<file path="config.mk">
export PLATFORM = sky130hd
export DESIGN_NAME = rcw_tile_div
export DESIGN_NICKNAME = d
export VERILOG_FILES = /design/src/rtl/rcw_pkg.sv /design/src/rtl/rcw_tile_div.sv
export SDC_FILE = /design/constraint.sdc
export NUM_CORES = 1
export LEC_CHECK = 0
export BUFFER_PORTS_ARGS = -buffer_cell sky130_fd_sc_hd__buf_2
export CAP_MARGIN = 20
export CORE_ASPECT_RATIO = 1.5
export CORE_MARGIN = 4
export CORE_UTILIZATION = 45
export CTS_CLUSTER_SIZE = 20
export DETAILED_ROUTE_END_ITERATION = 12
export PLACE_DENSITY = 0.65
export SETUP_SLACK_MARGIN = 0.1
export SLEW_MARGIN = 20
export SYNTH_ARGS = -nofsm -noshare
export SYNTH_HDL_FRONTEND = slang
export SYNTH_SLANG_ARGS = --single-unit
</file>
<file path="constraint.sdc">
create_clock -name clk -period 4.7 [get_ports clk]
set_clock_uncertainty 0.2 [all_clocks]
set_input_delay 0.705 -clock clk [delete_from_list [all_inputs] [get_ports clk]]
set_output_delay 0.705 -clock clk [all_outputs]
set_load 0.005 [all_outputs]
</file>
<file path="src/rtl/rcw_pkg.sv">
// rcw_pkg: shared types, constants and sine table for the wall texel mapper
// used by rcw_tile_div and raycast_wall_texel_mapper; depends on nothing
`default_nettype none

package rcw_pkg;

    localparam int SCREEN_W   = 1024;
    localparam int SCREEN_H   = 512;
    localparam int ANGLE_BITS = 12;

    localparam int COL_W      = 11;
    localparam int ROW_W      = 10;
    localparam int DIST_W     = 24;
    localparam int ANG_W      = 12;
    localparam int TEX_W      = 10;
    localparam int TSIZE_W    = 11;
    localparam int POS_W      = 24;
    localparam int TILE_W     = 8;
    localparam int MMW_W      = 11;
    localparam int MMH_W      = 10;
    localparam int CFG_IDX_W  = 3;
    localparam int CFG_DATA_W = 24;

    localparam int FRAC_BITS  = 28;
    localparam int SIN_W      = 16;
    localparam int SEG_SHIFT  = ANGLE_BITS - 6;

    // wall height numerator SCREEN_H * 2^14 and its width
    localparam int HN_W = $clog2(SCREEN_H + 1) + 14;
    localparam logic [HN_W-1:0] HEIGHT_NUM = HN_W'(SCREEN_H) << 14;

    // for drawn pixels the texel row quotient is below texture height
    localparam int TQ_W = TSIZE_W;
    localparam int DD_W = HN_W + TQ_W;

    // pipeline stage map
    localparam int ST_SPAN  = HN_W;
    localparam int ST_MUL   = HN_W + 1;
    localparam int ST_TDIV0 = HN_W + 2;
    localparam int ST_LAST  = ST_TDIV0 + TQ_W;
    localparam int NSTAGE   = ST_LAST + 1;

    // player term divider: (pos + tile*256 - 128) << 20 over tile
    localparam int NUMER_W = POS_W + 1;
    localparam int DIVD_W  = NUMER_W + FRAC_BITS - 8;
    localparam int CNT_W   = $clog2(DIVD_W + 1);

    localparam logic [ANGLE_BITS-2:0] QSIZE = (ANGLE_BITS-1)'(1) << (ANGLE_BITS - 2);
    localparam logic [ANGLE_BITS-1:0] QTURN = ANGLE_BITS'(1) << (ANGLE_BITS - 2);

    localparam logic [14:0] QSINE [17] = '{
        15'd0,     15'd1606,  15'd3196,  15'd4756,  15'd6270,  15'd7723,
        15'd9102,  15'd10394, 15'd11585, 15'd12665, 15'd13623, 15'd14449,
        15'd15137, 15'd15679, 15'd16069, 15'd16305, 15'd16384
    };

    typedef enum logic [CFG_IDX_W-1:0] {
        REG_TEX_W,
        REG_TEX_H,
        REG_PLAYER_X,
        REG_PLAYER_Y,
        REG_TILE,
        REG_MM_W,
        REG_MM_H
    } cfg_reg_t;

    typedef struct packed {
        logic [COL_W-1:0]  column;
        logic [ROW_W-1:0]  row;
        logic [DIST_W-1:0] distance;
        logic              side;
        logic [ANG_W-1:0]  cast_angle;
    } pixel_t;

    typedef struct packed {
        logic              draw;
        logic [COL_W-1:0]  out_column;
        logic [ROW_W-1:0]  out_row;
        logic [TEX_W-1:0]  texel_x;
        logic [TEX_W-1:0]  texel_y;
    } texel_t;

    typedef struct packed {
        logic                 busy;
        logic [FRAC_BITS-1:0] q_x;
        logic [FRAC_BITS-1:0] q_y;
    } tile_q_t;

    // first quadrant with linear interpolation, p in 0 .. QSIZE
    function automatic logic [14:0] quarter_value(input logic [ANGLE_BITS-2:0] p);
        logic [ANGLE_BITS-2:0]  idx_w;
        logic [4:0]             idx;
        logic [SEG_SHIFT-1:0]   fr;
        logic [14:0]            lo;
        logic [14:0]            hi;
        logic [14+SEG_SHIFT:0]  prod;
        idx_w = p >> SEG_SHIFT;
        idx   = idx_w[4:0];
        fr    = p[SEG_SHIFT-1:0];
        if (idx_w >= (ANGLE_BITS-1)'(16)) begin
            return QSINE[16];
        end
        lo   = QSINE[idx];
        hi   = QSINE[5'(idx + 5'd1)];
        prod = (15+SEG_SHIFT)'(hi - lo) * (15+SEG_SHIFT)'(fr);
        return 15'(lo + 15'(prod >> SEG_SHIFT));
    endfunction

    function automatic logic signed [SIN_W-1:0] sine_of(input logic [ANGLE_BITS-1:0] a);
        logic [ANGLE_BITS-2:0]    p;
        logic [14:0]              v;
        logic signed [SIN_W-1:0]  sv;
        p  = {1'b0, a[ANGLE_BITS-3:0]};
        v  = quarter_value(a[ANGLE_BITS-2] ? (ANGLE_BITS-1)'(QSIZE - p) : p);
        sv = $signed({1'b0, v});
        return a[ANGLE_BITS-1] ? -sv : sv;
    endfunction

endpackage

`default_nettype wire

</file>
<file path="src/rtl/rcw_tile_div.sv">
// rcw_tile_div: bit-serial divider for the player position term over tile size
// restarts after reset and every register write; depends on rcw_pkg
`default_nettype none

module rcw_tile_div (
    input  wire logic                        clk,
    input  wire logic                        rst_n,
    input  wire logic                        restart,
    input  wire logic [rcw_pkg::POS_W-1:0]   player_x,
    input  wire logic [rcw_pkg::POS_W-1:0]   player_y,
    input  wire logic [rcw_pkg::TILE_W-1:0]  tile_size,
    output rcw_pkg::tile_q_t                 result
);

    logic                                start_reg;
    logic [rcw_pkg::CNT_W-1:0]           cnt_reg;
    logic [rcw_pkg::DIVD_W-1:0]          dx_reg, dy_reg;
    logic [rcw_pkg::TILE_W-1:0]          rx_reg, ry_reg;
    logic [rcw_pkg::FRAC_BITS-1:0]       qx_reg, qy_reg;

    logic [rcw_pkg::TILE_W-1:0]          tile_eff;
    logic [rcw_pkg::NUMER_W-1:0]         nx, ny;
    logic [rcw_pkg::TILE_W:0]            rx_t, ry_t;
    logic                                gex, gey;
    logic [rcw_pkg::TILE_W-1:0]          rx_next, ry_next;

    assign tile_eff = (tile_size == '0) ? rcw_pkg::TILE_W'(1) : tile_size;
    assign nx = rcw_pkg::NUMER_W'(player_x) + rcw_pkg::NUMER_W'({tile_eff, 8'b0})
              - rcw_pkg::NUMER_W'(128);
    assign ny = rcw_pkg::NUMER_W'(player_y) + rcw_pkg::NUMER_W'({tile_eff, 8'b0})
              - rcw_pkg::NUMER_W'(128);

    // one quotient bit per cycle for each position
    assign rx_t    = {rx_reg, dx_reg[rcw_pkg::DIVD_W-1]};
    assign ry_t    = {ry_reg, dy_reg[rcw_pkg::DIVD_W-1]};
    assign gex     = rx_t >= {1'b0, tile_eff};
    assign gey     = ry_t >= {1'b0, tile_eff};
    assign rx_next = gex ? rcw_pkg::TILE_W'(rx_t - {1'b0, tile_eff}) : rx_t[rcw_pkg::TILE_W-1:0];
    assign ry_next = gey ? rcw_pkg::TILE_W'(ry_t - {1'b0, tile_eff}) : ry_t[rcw_pkg::TILE_W-1:0];

    always_ff @(posedge clk or negedge rst_n)
    begin
        if (!rst_n)
        begin
            start_reg <= 1'b1;
            cnt_reg   <= '0;
        end
        else
        begin
            start_reg <= restart;
            if (start_reg)
            begin
                cnt_reg <= rcw_pkg::CNT_W'(rcw_pkg::DIVD_W);
            end
            else if (cnt_reg != '0)
            begin
                cnt_reg <= cnt_reg - 1'b1;
            end
        end
    end

    always_ff @(posedge clk)
    begin
        if (start_reg)
        begin
            dx_reg <= {nx, (rcw_pkg::DIVD_W - rcw_pkg::NUMER_W)'(0)};
            dy_reg <= {ny, (rcw_pkg::DIVD_W - rcw_pkg::NUMER_W)'(0)};
            rx_reg <= '0;
            ry_reg <= '0;
            qx_reg <= '0;
            qy_reg <= '0;
        end
        else if (cnt_reg != '0)
        begin
            dx_reg <= dx_reg << 1;
            dy_reg <= dy_reg << 1;
            rx_reg <= rx_next;
            ry_reg <= ry_next;
            qx_reg <= {qx_reg[rcw_pkg::FRAC_BITS-2:0], gex};
            qy_reg <= {qy_reg[rcw_pkg::FRAC_BITS-2:0], gey};
        end
    end

    assign result.busy = restart || start_reg || (cnt_reg != '0);
    assign result.q_x  = qx_reg;
    assign result.q_y  = qy_reg;

endmodule

`default_nettype wire

</file>
==> Yosys cells after proc, flatten, opt, wreduce, memory -nomap -nowiden <==
Cells that the tools add are included.
Widths: inputs -> output; s select.
{ "word_totals": {"register_bits": 129, "latch_bits": 0, "rom_bits": 0, "input_bits": 59, "out_inout_bits": 57, "memories": 0, "ramBits": 0, "wordCells": 31} }
{ "op_classes": {"mul": 0, "addsub": 7, "order_cmp": 2, "shifts": 0, "div_mod_pow": 0, "reduce_logical": 5, "muxes": 9, "n_bitwise": 0, "eq_ne": 0} }
{ "ops": {"columns": ["cell", "n"], "rows": [
  ["$mux 45", 4],
  ["$add 24x16->25", 2],
  ["$sub 25x8->25 const B", 2],
  ["$mux 8", 3],
  ["$ge 9x8->1", 2],
  ["$sub 8x8->8", 2],
  ["$mux 6", 2],
  ["$logic_not 8->1", 1],
  ["$reduce_bool 6->1", 1],
  ["$sub 6x1->6 const B", 1],
  ["$logic_or 1x1->1", 2],
  ["$reduce_bool 2->1", 1]
]} }

==> Depth between registers and ports, before layout <==
Gate-level depths: netlist (run 1).
{ "depth": {"word_depth": 5, "ltp_mapped": 13, "ltp_nobuf": 13} }

==> Worst setup path before layout (run 1) <==
Ideal clock, no wire load.
{ "synth_timing": {"kind": "input-to-reg", "from": "in tile_size[4] (netlist name)", "to": "reg dy_reg[38] (netlist name) (data pin)", "stages": 13, "arrival_ps": 3334, "setup_slack_ps": 906, "required_time_ps": 4240, "n_path_buf": 0, "setup_time_ps": 260, "path_cell_list": "nor4_1 -> a21o_1 -> inv_1 -> ha_1 -> inv_1 -> ha_1 -> fa_1 -> a211oi_2 -> o21bai_2 -> a2111oi_4 -> o31ai_2 -> xor2_1 -> mux2_2"} }
{ "synth_between": {"elab_chain_len": 5} }
{ "synth_lines": {"columns": ["item", "line", "text"], "rows": [
  ["start: declaration", "rcw_tile_div.sv:11", "input wire logic [rcw_pkg::TILE_W-1:0] tile_size,"],
  ["$logic_not 8->1", "rcw_tile_div.sv:27", "assign tile_eff = (tile_size == '0) ? rcw_pkg::TILE_W'(1) : tile_size;"],
  ["$mux 8 *", "rcw_tile_div.sv:27", null],
  ["$add 24x16->25 *", "rcw_tile_div.sv:30", "assign ny = rcw_pkg::NUMER_W'(player_y) + rcw_pkg::NUMER_W'({tile_eff, 8'b0})"],
  ["$sub 25x8->25 *", "rcw_tile_div.sv:31", "- rcw_pkg::NUMER_W'(128);"],
  ["$mux 45 *", "rcw_tile_div.sv:64", "if (start_reg)"],
  ["end signal: assignment", "rcw_tile_div.sv:67", "dy_reg <= {ny, (rcw_pkg::DIVD_W - rcw_pkg::NUMER_W)'(0)};"],
  ["end signal: assignment", "rcw_tile_div.sv:76", "dy_reg <= dy_reg << 1;"],
  ["end: declaration", "rcw_tile_div.sv:17", "logic [rcw_pkg::DIVD_W-1:0] dx_reg, dy_reg;"]
]} }
Mark *: on every way between the ends. The rest lies on a longest branch, timed or not.
A chain may end at the register's enable or synchronous reset.

==> Worst setup path after layout (run 1) <==
Same ends and word-level chain as after synthesis.

==> results of run 1 <==
==> worst min path at each step <==
stage,start,endpoint,cells after the start
after global placement,qx_reg[27]$_SDFFE_PP0P_,qx_reg[27]$_SDFFE_PP0P_,2
final,restart,start_reg$_DFF_PN1_,1
after floorplan,rst_n,cnt_reg[0]$_DFFE_PN0P_,0
after global routing,restart,start_reg$_DFF_PN1_,1
after detailed placement,qy_reg[27]$_SDFFE_PP0P_,qy_reg[27]$_SDFFE_PP0P_,2
after CTS,restart,start_reg$_DFF_PN1_,1
==> routing by layer <==
layer / part of all wire [%] / track usage (%) / vias to the layer above
li1: - / - / 3300
met1: 44 / 23.8 / 3012
met2: 48 / 30.8 / 151
met3: 6.0 / 4.99 / 23
met4: 1.6 / 5.86 / 0
met5: 0 / 0 / -
==> cell type report <==
type | count | area [sq um] | share of cell area, %
sequential | 129 | 3120 | 34.2
multi-input combinational | 620 | 4210 | 46.1
clock buffer | 18 | 429 | 4.71
inverter | 92 | 345 | 3.79
timing repair buffer | 121 | 623 | 6.83
tap | 210 | 263 | 2.88
clock inverter | 14 | 133 | 1.45
==> synth_stat cells (4+ instances only) <==
master	instances
inv_1	92
xor2_1	7
xnor2_1	16
o21bai_1	5
nor3_1	18
ha_1	65
edfxtp_1	50
buf_1	4
buf_2	7
a21boi_0	5
dfxtp_1	72
nand3_1	10
and3_1	6
a31oi_1	5
nor2_1	37
o31ai_1	7
clkbuf_1	30
nand2_1	136
a21oi_1	97
or3_1	5
nor3b_1	4
or2_2	5
a21o_1	20
a211o_1	6
a31o_2	4
a211oi_1	16
o21ai_0	24
mux2_2	31
mux2i_1	8
dfrtp_1	6
nor2b_1	11
nand2b_1	6
o21a_1	9
nand4_1	8
and2_1	4
fa_1	4
==> kinds of logic (layout without fill, tap and decap cells) <==
family / after synthesis / count (layout) / synth area share [%]
compound gates: 232 / 232 / 19.2
xor+xnor: 23 / 23 / 2.57
fa+ha+maj: 69 / 69 / 11.4
buf+inv: 135 / 245 / 6.68
flops: 129 / 129 / 39.8
mux: 39 / 39 / 5.48
simple gates: 257 / 257 / 14.8
==> worst reg2reg max path, cell delays in order (launching register included) <==
cell      delay [ps]
dfrtp_1          370
inv_1             90
ha_1             200
nand2b_1         140
nor3_1           270
nand2b_2         580
buf_4            500
a211oi_1         270
==> what timing repair did <==
item,4_1_cts,5_1_grt
hold buffers,1,0
setup endpoints to repair,0,0
hold endpoints to repair,6,0
==> metrics by stage <==
stage	std cells	util (%)
after global placement	1171	50.6
after floorplan	884	-
after detailed placement	1171	50.6
after CTS	1204	53.9
after global routing	1204	53.9
final	1204	53.9
==> power breakdown <==
part	switching, mW	internal [mW]
clock	0.538	0.734
sequential	0.0904	1.34
combinational	0.545	0.495
==> results.sh, run 1 <==
export IMPL_grt_pass1_vias=6311
export IMPL_num_fill_cells=1579
export IMPL_initial_core_util_pct=46.3
export IMPL_cts_resized=0
export IMPL_setup_viol=0
export IMPL_min_path_type="in2reg"
export IMPL_synth_edf_count=50
export IMPL_worst_path_max_fanout=3
export IMPL_grtUsageTotal_pct=18.7
export IMPL_critical_path_startpoint_type="input port"
export IMPL_synthCells=884
export IMPL_endpoint_kind="flip-flop"
export IMPL_post_synth_num_cell_types=63
export IMPL_tns_ps=0
export IMPL_hpwl_um=12400
export IMPL_cts_buffers=17
export IMPL_synth_area_sq_um=7830
export IMPL_arrival_ps=3690
export IMPL_status="complete, no violations"
export IMPL_placed_cell_area_sq_um=8550
export IMPL_cellPowerDensity_nw_per_um2=410
export IMPL_avgRoutedWirePerCell_um=15.0
export IMPL_postCtsSetupRepairBufs=0
export IMPL_grt_pass1_wl_um=29800
export IMPL_cp_data_required_time_ps=4680
export IMPL_max_freq_mhz=269
export IMPL_clkSinkCount=129
export IMPL_cpPeakStageDelay_ps=440
export IMPL_worst_slack_ps=983
export IMPL_dr_first_iter_drc_count=317
export IMPL_timing_rr_end="cnt_reg[1]$_DFFE_PN0P_"
export IMPL_tightest_slew_ps=992
export IMPL_crit_type="in2reg"
export IMPL_synth_area_leaders="edfxtp_1 (19%), dfxtp_1 (18%), ha_1 (10%)"
export IMPL_r2r_start="cnt_reg[0]$_DFFE_PN0P_"
export IMPL_layout_drive_gt1_share_pct=20.3
export IMPL_rows=58
export IMPL_peakVddDrop_mv=0.220
export IMPL_die_h_um=170
export IMPL_die_w_um=116
export IMPL_final_cell_mix="nand2_1 (135), buf_2 (115), a21oi_1 (97)"
export IMPL_ios=116
export IMPL_p_leak_nw=4.06
export IMPL_path_buf_inv=3
export IMPL_maxSlewViolCount=0
export IMPL_grt_max_degree=78
export IMPL_cp_slowest_cell="fa_1"
export IMPL_place_congestion=0.810
export IMPL_dp_slack_ps=529
export IMPL_rsz0062_at_grt="no"
export IMPL_synth_top_area_share_pct=19.2
export IMPL_max_slew_margin_pct=33.9
export IMPL_path_clk_slew_ps=70
export IMPL_path_depth=14
export IMPL_via_count=6486
export IMPL_finalPower_mw=3.74
export IMPL_cts_tree="built"
export IMPL_final_nets=1109
export IMPL_crit_start="tile_size[4]"
export IMPL_ys_warn_count=0
export IMPL_totalWireLength_um=18000
export IMPL_path_cells="buf_2 -> nor4_1 -> a21o_1 -> inv_1 -> ha_1 -> inv_1 -> ha_1 -> fa_1 -> a211oi_2 -> o21bai_2 -> a2111oi_4 -> o31ai_2 -> xor2_1 -> mux2_2"
export IMPL_ys_flop_type="dfxtp_1"
export IMPL_max_cap_viol_count=0
export IMPL_final_common_cell="nand2_1"
export IMPL_grt_overflow=0
export IMPL_synthArstFlopShare_pct=5.43
export IMPL_cp_endpoint="dy_reg[38]$_DFFE_PP_"
export IMPL_diodes=0
export IMPL_drt_drc_violations_left=0
export IMPL_coreArea_sq_um=16900
export IMPL_vias_per_cell=5.39
export IMPL_fin_crit_sh_pct=79.1
export IMPL_hold_ws_ps=242
export IMPL_io_buffer_count=115
export IMPL_area_delta_synth_final_pct=16.4
export IMPL_timing_final_crit_period_ps=3720
export IMPL_synth_fp_nets=1012
export IMPL_antenna_found_initial=0
export IMPL_ff2ff_setup_slack_ps=1980
export IMPL_clk_latency_ps=420
export IMPL_cpLargestDelayFamily="compound AO/OA/AOI/OAI gates"
export IMPL_dieArea_sq_um=19600
export IMPL_ys_seq_area_share_pct=39.8
export IMPL_finalHoldViolations=0
export IMPL_clk_path_buf_depth=2
export IMPL_ys_ff_latch=129
export IMPL_stdcell_area_sq_um=9120
export IMPL_root_buffer="clkbuf_16"
export IMPL_ctsHtreeMaxLevel=4
export IMPL_syn_mean_instance_area_sq_um=8.86
export IMPL_reg2reg_depth=7
export IMPL_yosysTopAreaCell="edfxtp_1"
export IMPL_dr_pass1_iters=4
export IMPL_antenna_left=0
(Power assumes the default switching activity.)
==> inputs of run 2 (changes only) <==
--- a/config.mk
+++ b/config.mk
@@ -12,7 +12,7 @@
 export CORE_UTILIZATION = 45
 export CTS_CLUSTER_SIZE = 20
 export DETAILED_ROUTE_END_ITERATION = 12
-export PLACE_DENSITY = 0.65
+export PLACE_DENSITY = 0.68
 export SETUP_SLACK_MARGIN = 0.1
 export SLEW_MARGIN = 20
 export SYNTH_ARGS = -nofsm -noshare
==> constraint.sdc (replaced) <==
create_clock -name clk -period 3.2 [get_ports clk]
set_clock_uncertainty 0.2 [all_clocks]
set_input_delay 0.48 -clock clk [delete_from_list [all_inputs] [get_ports clk]]
set_output_delay 0.48 -clock clk [all_outputs]
set_load 0.005 [all_outputs]
==> run 2 against run 1 <==
The run now ends with setup timing left. Setup slack lost 1200 ps. Via count up 4.4%. First-iteration DRC count shrank 2.5%. Final area up 9.1%.
==> results.sh, run 2 (synthesis results as in run 1) <==
export IMPL_status="finished, violations left"
export IMPL_violations="setup timing"
export IMPL_crit_top_cell="buf_4"
export IMPL_cellPowerDensity_nw_per_um2=610
export IMPL_die_h_um=170
export IMPL_ff2ff_setup_slack_ps=770
export IMPL_rows=58
export IMPL_arrival_ps=3340
export IMPL_drt_drc_violations_left=0
export IMPL_setup_viol=8
export IMPL_critical_path_startpoint_type="input port"
export IMPL_max_cap_viol_count=0
export IMPL_diodes=0
export IMPL_clk_latency_ps=420
export IMPL_worst_slack_ps=-175
export IMPL_dieArea_sq_um=19600
export IMPL_totalWireLength_um=19500
export IMPL_max_freq_mhz=296
export IMPL_path_cells="buf_2 -> nor3_4 -> a21o_1 -> inv_2 -> buf_4 -> buf_6 -> ha_4 -> inv_2 -> ha_4 -> fa_2 -> a21oi_2 -> buf_4 -> buf_4 -> buf_4 -> buf_4 -> buf_4 -> nor2b_1 -> nor2_1 -> xnor2_1 -> mux2_2"
export IMPL_rsz0062_at_grt="yes"
export IMPL_timing_final_crit_period_ps=3370
export IMPL_antenna_found_initial=0
export IMPL_grt_overflow=0
export IMPL_grt_pass1_wl_um=32500
export IMPL_endpoint_kind="flip-flop"
export IMPL_maxSlewViolCount=0
export IMPL_initial_core_util_pct=46.3
export IMPL_ios=116
export IMPL_dr_pass1_iters=5
export IMPL_cts_buffers=17
export IMPL_place_congestion=0.846
export IMPL_via_count=6771
export IMPL_ctsHtreeMaxLevel=4
export IMPL_r2r_start="dy_reg[44]$_DFFE_PP_"
export IMPL_dp_slack_ps=-613
export IMPL_path_clk_slew_ps=60
export IMPL_crit_start="tile_size[1]"
export IMPL_tns_ps=-855
export IMPL_finalPower_mw=6.07
export IMPL_io_buffer_count=115
export IMPL_hold_start="player_y[0]"
export IMPL_worst_path_max_fanout=3
export IMPL_num_fill_cells=1477
export IMPL_cp_slowest_cell="fa_2"
export IMPL_die_w_um=116
export IMPL_final_nets=1168
export IMPL_layout_drive_gt1_share_pct=27.9
export IMPL_tightest_slew_ps=712
export IMPL_cts_tree="built"
export IMPL_avgRoutedWirePerCell_um=15.4
export IMPL_placed_cell_area_sq_um=8950
export IMPL_final_cell_mix="nand2_1 (132), buf_2 (112), a21oi_1 (93)"
export IMPL_stdcell_area_sq_um=9950
export IMPL_vias_per_cell=5.36
export IMPL_hpwl_um=13300
export IMPL_p_leak_nw=4.47
export IMPL_area_delta_synth_final_pct=27.0
export IMPL_final_common_cell="nand2_1"
export IMPL_dr_first_iter_drc_count=309
export IMPL_peakVddDrop_mv=0.372
export IMPL_grtUsageTotal_pct=20.3
export IMPL_fin_util_pct=58.8
export IMPL_grt_max_degree=138
export IMPL_crit_type="in2reg"
export IMPL_max_slew_margin_pct=52.6
export IMPL_clkSinkCount=129
export IMPL_cpPeakStageDelay_ps=380
export IMPL_clk_path_buf_depth=2
export IMPL_antenna_left=0
export IMPL_grt_pass1_vias=6903
export IMPL_fin_crit_sh_pct=105
export IMPL_root_buffer="clkbuf_16"
export IMPL_coreArea_sq_um=16900
export IMPL_min_path_type="in2reg"
export IMPL_finalHoldViolations=0
export IMPL_cp_data_required_time_ps=3170
## run 2: changes by cell type in the layout (fill, tap and decap cells not counted), sizes merged, moves of 3 or more
cell / delta
buf: +58
clkinvlp: -6
bufinv: +3
inv: +3
## run 2: layout make-up
class | instances | area, sq um | share of cell area, %
repair buffers | 180 | 1140 | 11.4
flip-flops and latches | 129 | 3120 | 31.4
inverters | 92 | 345 | 3.47
well taps | 210 | 263 | 2.64
multi-input cells | 620 | 4430 | 44.5
clock inverters | 13 | 195 | 1.96
clock buffers | 19 | 455 | 4.58
## run 2: critical path, delay by kind of cell
family                     cells  cell delay, ps
AOI/OAI and AO/OA              2             390
muxes                          1             260
xor gates and xnor gates       1              70
and+or+nand+nor                3             360
buffers and inverters         10            1000
adders and majority gates      3             790
## run 2: timing repair
action                                 CTS  global route
setup endpoints to repair                8            15
setup buffers                            9             7
resized for setup                       17            29
hold buffers                             2             0
endpoints found under the hold margin    8             0
pin swaps                               14            20
## run 2: report_power, final
group	internal (mW)	leakage (nW)	total (mW)	switching (mW)
clock network	1.37	0.320	2.17	0.800
logic	0.915	2.96	1.82	0.903
registers	1.97	1.19	2.08	0.115
## run 2: per-stage QoR
| stage | hold WS, ps | cells |
|---|---|---|
| floorplan | -15.6 | 884 |
| global placement | 121 | 1214 |
| detailed placement | 124 | 1214 |
| CTS | 128 | 1256 |
| global route | 136 | 1263 |
| finish | 141 | 1263 |
## run 2: worst paths after layout
kind                                            end  cells past startpoint
setup reg to reg             ry_reg[6]$_SDFFE_PP0P_                      9
min in group asynchronous    cnt_reg[5]$_DFFE_PN0P_                      2
setup / recovery               dx_reg[32]$_DFFE_PP_                     20
hold / removal             dy_reg[20]$_SDFFCE_PN0P_                      2
max in group asynchronous       start_reg$_DFF_PN1_                      2
hold reg to reg             qy_reg[27]$_SDFFE_PP0P_                      2
## run 2: routing by layer
layer  up-vias  part of all wire, %  global-route usage, %
met5         -                    0                      0
met4         0                  1.6                   5.55
li1       3402                    -                      -
met3        27                  4.8                   4.64
met2       144                   52                   35.4
met1      3198                   42                   24.9
==> inputs of run 3 (changes only) <==
--- a/config.mk
+++ b/config.mk
@@ -5,14 +5,14 @@
 export SDC_FILE = /design/constraint.sdc
 export NUM_CORES = 1
 export LEC_CHECK = 0
-export BUFFER_PORTS_ARGS = -buffer_cell sky130_fd_sc_hd__buf_2
 export CAP_MARGIN = 20
 export CORE_ASPECT_RATIO = 1.5
 export CORE_MARGIN = 4
 export CORE_UTILIZATION = 45
 export CTS_CLUSTER_SIZE = 20
 export DETAILED_ROUTE_END_ITERATION = 12
-export PLACE_DENSITY = 0.68
+export DONT_BUFFER_PORTS = 1
+export PLACE_DENSITY = 0.62
 export SETUP_SLACK_MARGIN = 0.1
 export SLEW_MARGIN = 20
 export SYNTH_ARGS = -nofsm -noshare
==> run 3 against run 2 <==
The run now ends clean. Flip-flop and latch count unchanged. Power decreased by 7.5%. Non-clock buffer count fell by 140. Final cell count fell by 11%. Critical endpoint is now dy_reg[38]$_DFFE_PP_. Sequential share of layout area increased by 3.6 points. Setup slack improved by 260 ps. Wire length fell by 8.7%. First-iteration DRC count shrank 9.7%. Largest cell class unchanged. Via count fell by 9.0%. Maximum frequency grew 8.5%. Die area did not move. Utilization decreased by 6.0 points.
==> results.sh, run 3 (synthesis results as in run 1) <==
export IMPL_status="complete, no violations"
export IMPL_grt_pass1_vias=6210
export IMPL_vias_per_cell=5.49
export IMPL_ctsHtreeMaxLevel=4
export IMPL_totalWireLength_um=17800
export IMPL_ios=116
export IMPL_diodes=0
export IMPL_avgRoutedWirePerCell_um=15.8
export IMPL_hold_end="dx_reg[20]$_SDFFCE_PN0P_"
export IMPL_clkSinkCount=129
export IMPL_timing_rr_end="ry_reg[6]$_SDFFE_PP0P_"
export IMPL_critical_path_startpoint_type="input port"
export IMPL_die_h_um=170
export IMPL_cellPowerDensity_nw_per_um2=629
export IMPL_setup_viol=0
export IMPL_final_nets=1028
export IMPL_coreArea_sq_um=16900
export IMPL_final_common_cell="nand2_1"
export IMPL_place_congestion=0.835
export IMPL_layout_drive_gt1_share_pct=14.7
export IMPL_max_freq_mhz=322
export IMPL_num_fill_cells=1612
export IMPL_antenna_left=0
export IMPL_finalHoldViolations=0
export IMPL_via_count=6160
export IMPL_grt_max_degree=71
export IMPL_dr_pass1_iters=4
export IMPL_rows=58
export IMPL_die_w_um=116
export IMPL_final_cell_mix="nand2_1 (134), a21oi_1 (95), inv_1 (89)"
export IMPL_cp_slowest_cell="fa_2"
export IMPL_dp_cells=1085
export IMPL_grt_pass1_wl_um=29600
export IMPL_drt_drc_violations_left=0
export IMPL_area_delta_synth_final_pct=14.1
export IMPL_cts_buffers=17
export IMPL_rsz0062_at_grt="yes"
export IMPL_max_cap_viol_count=0
export IMPL_dp_slack_ps=-393
export IMPL_max_slew_margin_pct=51.2
export IMPL_dr_first_iter_drc_count=279
export IMPL_p_leak_nw=3.72
export IMPL_fin_crit_sh_pct=97.2
export IMPL_hold_start="player_x[0]"
export IMPL_initial_core_util_pct=46.3
export IMPL_r2r_start="dy_reg[44]$_DFFE_PP_"
export IMPL_grt_overflow=0
export IMPL_min_path_type="in2reg"
export IMPL_clk_path_buf_depth=2
export IMPL_antenna_found_initial=0
export IMPL_worst_path_max_fanout=3
export IMPL_crit_top_cell="inv_2"
export IMPL_hold_depth=1
export IMPL_root_buffer="clkbuf_16"
export IMPL_io_buffer_count=0
export IMPL_crit_type="in2reg"
export IMPL_hpwl_um=12700
export IMPL_worst_slack_ps=90.1
export IMPL_tightest_slew_ps=732
export IMPL_peakVddDrop_mv=0.416
export IMPL_ff2ff_setup_slack_ps=770
export IMPL_clk_latency_ps=420
export IMPL_reg2reg_depth=9
export IMPL_cpPeakStageDelay_ps=380
export IMPL_dieArea_sq_um=19600
export IMPL_cts_tree="built"
export IMPL_final_cells=1123
export IMPL_endpoint_kind="flip-flop"
export IMPL_path_clk_slew_ps=60
export IMPL_grtUsageTotal_pct=18.6
export IMPL_maxSlewViolCount=0
export IMPL_arrival_ps=3080
export IMPL_timing_final_crit_period_ps=3110
export IMPL_cp_data_required_time_ps=3170
export IMPL_path_cells="nor4_4 -> a21o_1 -> inv_2 -> ha_1 -> inv_2 -> ha_4 -> fa_2 -> a211oi_4 -> o21bai_2 -> a2111oi_4 -> o31ai_2 -> xor2_1 -> mux2_4"
run 3: worst max-delay path by stage:
stage / startpoint / to / slack, ps / cells after the start
after floorplan: tile_size[4] / dy_reg[38]$_DFFE_PP_ / -260 / 13
final: tile_size[4] / dy_reg[38]$_DFFE_PP_ / 90 / 13
after global placement: tile_size[4] / dy_reg[38]$_DFFE_PP_ / -340 / 13
after CTS: tile_size[4] / dy_reg[38]$_DFFE_PP_ / 110 / 13
after detailed placement: tile_size[4] / dy_reg[38]$_DFFE_PP_ / -390 / 13
after global routing: tile_size[4] / dy_reg[44]$_DFFE_PP_ / -10 / 13
run 3: routing by layer:
| metal | vias to the layer above | share of wire, % | track usage, % |
|---|---|---|---|
| met5 | - | 0 | 0 |
| met4 | 0 | 1.9 | 6.56 |
| met3 | 19 | 5.2 | 4.82 |
| met2 | 128 | 51 | 32.6 |
| met1 | 2883 | 42 | 21.9 |
| li1 | 3130 | - | - |
run 3: critical path, delay by kind of cell:
family / cells / cell delay [ps]
fa+ha+maj: 3 / 820
xor+xnor: 1 / 150
buf+inv: 2 / 90
compound gates: 5 / 1030
mux: 1 / 260
simple gates: 1 / 240
run 3: power breakdown:
group          total, mW  leakage (nW)  internal [mW]  switching [mW]
Clock               1.94         0.288           1.18           0.760
Sequential          2.09          1.19           1.97           0.128
Combinational       1.59          2.24          0.775           0.812
Total               5.62          3.72           3.92            1.70
run 3: timing repair:
item	4_1_cts	5_1_grt
hold buffers	2	0
pin swaps	1	5
resized for setup	1	8
hold endpoints to repair	8	0
setup buffers	0	4
setup endpoints to repair	4	8
run 3: layout make-up:
class,instances,area (sq um),area share [%]
multi-input combinational,620,4280,47.9
sequential,129,3120,34.9
clock buffer,18,439,4.91
inverter,92,345,3.86
tap,210,263,2.94
clock inverter,14,151,1.69
timing repair buffer,40,330,3.70
run 3: per-stage QoR:
stage	hold slack (ps)	utilization [%]	cell area, sq um	TNS (ps)	total power, mW
floorplan	-15.6	-	7880	-744	3.34
global route	60.8	52.8	8940	-26.3	5.97
detailed placement	-15.4	48.8	8260	-2860	3.69
finish	69.6	52.8	8940	0	5.62
global placement	-15.4	48.8	8260	-2280	3.68
CTS	51.0	52.5	8880	0	5.66
